[src/rtl/ssq_pkg.sv]
// Package for the sorted stack priority queue: sizes, status codes and word types.
`timescale 1ns / 1ps
package ssq_pkg;

    // Storage sizes
    localparam int DEPTH     = 16;
    localparam int KEY_WIDTH = 20;
    localparam int CNT_W     = $clog2(DEPTH + 1);

    // Fixed field widths of the result word
    localparam int VAL_W  = 20;
    localparam int STAT_W = 2;
    localparam int OCC_W  = 5;

    // Operation codes
    localparam logic OP_INSERT = 1'b0;
    localparam logic OP_POP    = 1'b1;

    // Status codes
    localparam logic [STAT_W-1:0] ST_OK    = 2'd0;
    localparam logic [STAT_W-1:0] ST_EMPTY = 2'd1;
    localparam logic [STAT_W-1:0] ST_FULL  = 2'd2;

    typedef struct packed {
        logic                 kind;
        logic [VAL_W-1:0]     value;
    } t_in_word;

    typedef struct packed {
        logic [VAL_W-1:0]     popped_value;
        logic [STAT_W-1:0]    status;
        logic [OCC_W-1:0]     occupancy;
    } t_out_word;

    // Broadcast control from the top level to every cell
    typedef struct packed {
        logic                 do_insert;
        logic                 do_pop;
        logic [KEY_WIDTH-1:0] key;
    } t_cell_ctl;

endpackage

[src/rtl/ssq_cell.sv]
// One storage cell of the sorted chain: holds a key and shifts with its neighbors.
`timescale 1ns / 1ps
module ssq_cell
    import ssq_pkg::*;
(
    input  logic                 i_clk,
    input  t_cell_ctl            i_ctl,
    input  logic                 i_occupied,
    input  logic                 i_prev_lt,
    input  logic [KEY_WIDTH-1:0] i_prev_key,
    input  logic [KEY_WIDTH-1:0] i_next_key,
    output logic                 o_lt,
    output logic [KEY_WIDTH-1:0] o_key
);

    logic [KEY_WIDTH-1:0] r_key;
    logic [KEY_WIDTH-1:0] n_key;

    // Flag a stored key that stays in place on insert
    assign o_lt  = i_occupied && (r_key < i_ctl.key);
    assign o_key = r_key;

    // On insert keep smaller keys, take the new key at the boundary and shift the rest down; on pop shift up
    always_comb begin
        n_key = r_key;
        if (i_ctl.do_insert) begin
            if (!o_lt) begin
                n_key = i_prev_lt ? i_ctl.key : i_prev_key;
            end
        end else if (i_ctl.do_pop) begin
            n_key = i_next_key;
        end
    end

    always_ff @(posedge i_clk) begin
        r_key <= n_key;
    end

endmodule

[src/rtl/sorted_stack_priority_queue_top.sv]
// Top level of the sorted stack priority queue: cell chain, count and result register.
`timescale 1ns / 1ps
// Minimum priority queue of up to DEPTH keys held in a chain of cells, sorted
// so that cell 0 always holds the smallest key; a new key goes ahead of any
// stored keys equal to it. Each word is an insert or a pop and gives exactly one result word
// with the popped key, a status (ok, pop on empty, insert dropped when full)
// and the occupancy after the operation. Every cell compares its key with
// the new key at once and shifts by one place, so one word is accepted per
// cycle while the input is not stalled; the result is registered and appears
// in the cycle after acceptance. The input stalls only while a finished result
// is itself stalled at the output register.
module sorted_stack_priority_queue_top
    import ssq_pkg::*;
(
    input  logic      i_clk,
    input  logic      i_rst_n,
    input  logic      i_in_valid,
    output logic      o_in_stall,
    input  t_in_word  i_in,
    output logic      o_out_valid,
    input  logic      i_out_stall,
    output t_out_word o_out
);

    logic [CNT_W-1:0]     r_count;
    logic [CNT_W-1:0]     n_count;
    logic                 r_out_valid;
    t_out_word            r_out;
    t_out_word            n_out;
    logic                 accept;
    logic                 is_full;
    logic                 is_empty;
    t_cell_ctl            ctl;
    logic [DEPTH-1:0]     lt;
    logic [KEY_WIDTH-1:0] keys [DEPTH];

    assign o_in_stall  = r_out_valid && i_out_stall;
    assign accept      = i_in_valid && !o_in_stall;
    assign is_full     = (r_count == CNT_W'(DEPTH));
    assign is_empty    = (r_count == '0);
    assign o_out_valid = r_out_valid;
    assign o_out       = r_out;

    // Broadcast the operation to the chain
    always_comb begin
        ctl.key       = KEY_WIDTH'(i_in.value);
        ctl.do_insert = accept && (i_in.kind == OP_INSERT) && !is_full;
        ctl.do_pop    = accept && (i_in.kind == OP_POP) && !is_empty;
    end

    // Build the chain of cells
    for (genvar i = 0; i < DEPTH; i++) begin : g_cell
        logic                 prev_lt;
        logic [KEY_WIDTH-1:0] prev_key;
        logic [KEY_WIDTH-1:0] next_key;

        if (i == 0) begin : g_first
            assign prev_lt  = 1'b1;
            assign prev_key = ctl.key;
        end else begin : g_mid
            assign prev_lt  = lt[i-1];
            assign prev_key = keys[i-1];
        end

        if (i == DEPTH - 1) begin : g_last
            assign next_key = keys[i];
        end else begin : g_inner
            assign next_key = keys[i+1];
        end

        ssq_cell u_cell (
            .i_clk      (i_clk),
            .i_ctl      (ctl),
            .i_occupied (CNT_W'(i) < r_count),
            .i_prev_lt  (prev_lt),
            .i_prev_key (prev_key),
            .i_next_key (next_key),
            .o_lt       (lt[i]),
            .o_key      (keys[i])
        );
    end

    // Form the next count and result word
    always_comb begin
        n_count            = r_count;
        n_out.popped_value = '0;
        n_out.status       = ST_OK;
        if (ctl.do_insert) begin
            n_count = r_count + CNT_W'(1);
        end else if (ctl.do_pop) begin
            n_count            = r_count - CNT_W'(1);
            n_out.popped_value = VAL_W'(keys[0]);
        end else if (i_in.kind == OP_INSERT) begin
            n_out.status = ST_FULL;
        end else begin
            n_out.status = ST_EMPTY;
        end
        n_out.occupancy = OCC_W'(n_count);
    end

    // Hold count, result valid and result word
    always_ff @(posedge i_clk) begin
        if (!i_rst_n) begin
            r_count     <= '0;
            r_out_valid <= 1'b0;
        end else begin
            if (accept) begin
                r_count     <= n_count;
                r_out_valid <= 1'b1;
            end else if (!i_out_stall) begin
                r_out_valid <= 1'b0;
            end
        end
        if (accept) begin
            r_out <= n_out;
        end
    end

endmodule

[config.mk]
export PLATFORM = sky130hd
export DESIGN_NAME = sorted_stack_priority_queue_top
export DESIGN_NICKNAME = d
export VERILOG_FILES = /design/src/rtl/ssq_pkg.sv /design/src/rtl/ssq_cell.sv /design/src/rtl/sorted_stack_priority_queue_top.sv
export SDC_FILE = /design/constraint.sdc
export NUM_CORES = 1
export LEC_CHECK = 0
export BUFFER_PORTS_ARGS = -buffer_cell sky130_fd_sc_hd__buf_2
export CAP_MARGIN = 20
export CELL_PAD_IN_SITES_DETAIL_PLACEMENT = 0
export CELL_PAD_IN_SITES_GLOBAL_PLACEMENT = 2
export CORE_ASPECT_RATIO = 0.9
export CORE_MARGIN = 5
export CORE_UTILIZATION = 46
export CTS_CLUSTER_DIAMETER = 200
export DETAILED_ROUTE_END_ITERATION = 12
export PLACE_DENSITY_LB_ADDON = 0.1
export SLEW_MARGIN = 10
export SYNTH_ARGS = -nofsm -noshare
export SYNTH_HDL_FRONTEND = slang
export SYNTH_HIERARCHICAL = 1
export SYNTH_SLANG_ARGS = --single-unit
[constraint.sdc]
create_clock -name i_clk -period 9.06 [get_ports i_clk]
set_clock_uncertainty 0.1 [all_clocks]
set_input_delay 0 -clock i_clk [delete_from_list [all_inputs] [get_ports i_clk]]
set_output_delay 0 -clock i_clk [all_outputs]
set_load 0.05 [all_outputs]
==> results.rst <==
.. list-table::
   :header-rows: 1

   * - Metric
     - Value
   * - Nets
     - 3,012
   * - Clock insertion delay at the later pin of the skew report
     - 0.59 ns
   * - Unrepaired setup endpoints after global routing
     - no
   * - Initial Util
     - 46.48%
   * - TritonCTS clock tree
     - built
   * - Buf/Inv on CP
     - 3
   * - Chip width
     - 260.3 µm
   * - Count of fill cells added during filler insertion
     - ~5,400
   * - Remaining Overflow, GRT
     - 0
   * - TritonCTS Buffers
     - 43
   * - Via Count
     - 20,019
   * - Series of cell instances along the critical path
     - inv_1 > ha_1 > and4bb_2 > nor3_4 > buf_12 > buf_4 > o31ai_1 > o32a_2
   * - Max-cap violations
     - 0
   * - Fin cells
     - 3,464
   * - WP data arrival
     - 4.64 ns
   * - Number of remaining DRC errors
     - 0
   * - Synth-to-Final Area Change
     - 9.599%
   * - Setup Viol. Count Final
     - 0
   * - Final HPWL from detailed placement
     - 55,070 µm
   * - Final wirelength
     - 76,440 µm
   * - PwrDens
     - 185.5 nW/µm²
   * - Chip Height
     - 235.3 µm
   * - Mapped Area
     - around 26,000 µm²
   * - Initial drt markers
     - 1,284
   * - Critical Path Max Stage Delay
     - 0.96 ns
   * - Cell family contributing the most delay on the critical path
     - buffers and inverters
   * - Result of the run
     - finished clean
   * - Warnings, synthesis
     - 6
   * - Origin of the worst min-delay path
     - i_in[11]
   * - Number of port buffers
     - 53
   * - Residual antenna-violating net count after detailed routing
     - 0
   * - Clock root buffer
     - sky130_fd_sc_hd__clkbuf_16
   * - Worst setup path startpoint
     - r_count[0]
   * - First-pass iteration count of the detailed router
     - 6
   * - Fin. max-slew vios
     - 0
   * - P_leak
     - between 10 and 15 nW
   * - Die footprint
     - 61,250 µm²
   * - Final critical path time including I/O delays and setup
     - approximately 4.5 ns
   * - Core ar.
     - 55,810 µm²
   * - Layout cells sized above 1
     - 7.939%
   * - Hold Fails Final Rpt
     - 0
   * - Flop2flop setup slack
     - 4.58 ns
   * - Post-placement cell area
     - 26,920 µm²
   * - Largest net degree at the start of global routing
     - ~240
   * - Mean area per synthesized cell
     - 9.822 µm²
   * - Endpoint class of the critical path
     - register
   * - Placed insts
     - 3,379
   * - Classification of the worst-slack hold path
     - in2reg
   * - Worst Slack Setup Final
     - 4.576 ns
   * - Count of boundary I/O pins
     - 54
   * - Worst reg2reg startpoint
     - r_count[0]
   * - Fraction of the cycle the final worst path needs
     - roughly half
   * - Total Power Consumption
     - 0.005274 W
   * - Worst slack after detailed placement
     - 4.743 ns
   * - Post-cts repair resize count
     - 0
   * - Clock-pin slew reported for the worst setup and hold paths after clock tree synthesis
     - ~0.06 ns
   * - Crit path max fanout
     - 237
   * - Post-detailed-route wirelength per cell
     - 22.07 µm
   * - Routability congestion estimate
     - 0.8260
   * - Final antenna diode count
     - 0
   * - Total global routing track utilization
     - 24.31%
   * - Total clock sinks
     - 353
   * - H-tree lvl count
     - 2
   * - Wire length of the first global-routing pass
     - 117,100 µm
   * - Post-synthesis instance total
     - around 2,600
   * - Path type of the worst setup path
     - reg2reg
   * - TNS Setup
     - 0 ns
   * - Relative slew margins
     - 28.13%
   * - Longest Clk Path Bufs
     - 3
   * - Row cnt
     - around 80
   * - Cell type of the slowest stage on the worst timing path
     - sky130_fd_sc_hd__buf_4
   * - Setup crit start kind
     - register
   * - Via count of the first global-routing pass
     - about 20,000
   * - IR Drop Worst-Case VDD
     - 0.0001319 V
   * - Highest clock rate
     - between 200 and 250 MHz
   * - Via-per-instance ratio
     - 5.779
   * - Tightest Pin Transition
     - 1.078 ns
   * - Antenna violations before repair
     - 0
   * - Finished layout cell area
     - 28,430 µm²
   * - Worst EP required
     - just over 9 ns
[where the power goes]
part	leakage, nW	internal [W]	total, W	switching (W)
Combinational	7.50	0.000467	0.00125	0.000781
Sequential	3.31	0.00206	0.00225	0.000189
Clock	0.683	0.00106	0.00178	0.000719
[metrics by stage]
stage | utilization, % | hold slack [ns]
after floorplan | - | 0.01779
after global placement | 48.16 | 0.1171
after detailed placement | 48.24 | 0.1268
after CTS | 50.94 | 0.06720
after global routing | 50.94 | 0.1167
final | 50.94 | 0.1005
[final timing paths]
kind,to,cells past startpoint
setup / recovery,g_cell[6].u_cell/o_key[0],8
hold / removal,g_cell[8].u_cell/o_key[11],4
setup reg to reg,g_cell[6].u_cell/o_key[0],8
hold reg to reg,o_out[10],1
[registers in the layout, indices dropped and copies added, names as in the netlist]
signal,count
o_out_valid,1
g_cell.u_cell/o_key,320
r_count,5
o_out,27
[area by class of cell]
cell class,count,area [µm²],share of cell area [%]
well taps,756,945.9,3.327
clock buffers,55,1141,4.014
repair buffers,109,753.2,2.649
flip-flops and latches,353,10540,37.07
clock inverters,19,255.2,0.8978
multi-input cells,1845,13570,47.72
inverters,327,1227,4.317
[what timing repair did]
| action | 4_1_cts | 5_1_grt |
|---|---|---|
| hold buffers | 11 | 0 |
| endpoints found under the hold margin | 36 | 0 |
| setup buffers | 0 | 0 |
[layout by cell type, fill, tap and decap left out, types with 2 or more instances in the layout]
master	instances
sky130_fd_sc_hd__a21boi_0	2
sky130_fd_sc_hd__or3_1	2
sky130_fd_sc_hd__or4_1	15
sky130_fd_sc_hd__nor3_2	14
sky130_fd_sc_hd__edfxtp_1	347
sky130_fd_sc_hd__clkinv_1	3
sky130_fd_sc_hd__nand2b_1	20
sky130_fd_sc_hd__nand2_1	76
sky130_fd_sc_hd__nand4_2	2
sky130_fd_sc_hd__buf_2	53
sky130_fd_sc_hd__o32a_2	15
sky130_fd_sc_hd__o21a_1	48
sky130_fd_sc_hd__a2111oi_2	16
sky130_fd_sc_hd__clkbuf_1	10
sky130_fd_sc_hd__nand3_1	2
sky130_fd_sc_hd__o21ai_0	7
sky130_fd_sc_hd__inv_6	3
sky130_fd_sc_hd__a21o_1	2
sky130_fd_sc_hd__bufinv_16	6
sky130_fd_sc_hd__clkinv_2	6
sky130_fd_sc_hd__clkbuf_8	2
sky130_fd_sc_hd__clkbuf_16	43
sky130_fd_sc_hd__a211oi_1	17
sky130_fd_sc_hd__o31ai_1	15
sky130_fd_sc_hd__o21bai_1	3
sky130_fd_sc_hd__dfxtp_1	6
sky130_fd_sc_hd__o221ai_1	30
sky130_fd_sc_hd__conb_1	2
sky130_fd_sc_hd__mux2i_1	322
sky130_fd_sc_hd__nor3_1	31
sky130_fd_sc_hd__ha_1	308
sky130_fd_sc_hd__nor2_1	359
sky130_fd_sc_hd__xnor2_1	2
sky130_fd_sc_hd__and3_1	2
sky130_fd_sc_hd__and2_1	22
sky130_fd_sc_hd__inv_1	327
sky130_fd_sc_hd__a21oi_1	434
sky130_fd_sc_hd__nand4_1	60
sky130_fd_sc_hd__buf_4	42
sky130_fd_sc_hd__dlygate4sd3_1	11
[worst register-to-register path, stage by stage (launching register included)]
cell	delay [ns]
sky130_fd_sc_hd__dfxtp_1	0.48
sky130_fd_sc_hd__inv_1	0.12
sky130_fd_sc_hd__ha_1	0.28
sky130_fd_sc_hd__and4bb_2	0.28
sky130_fd_sc_hd__nor3_4	0.18
sky130_fd_sc_hd__buf_12	0.71
sky130_fd_sc_hd__buf_4	1.12
sky130_fd_sc_hd__o31ai_1	0.27
sky130_fd_sc_hd__o32a_2	0.60
[metal layers]
metal	vias up	track usage (%)	part of all wire (%)
met5	-	0	0
met4	0	6.675	2.3
met3	125	4.118	5.6
met2	450	42.16	49
met1	9808	31.42	43
li1	9636	-	-
Power figures use the tool's default switching activity.
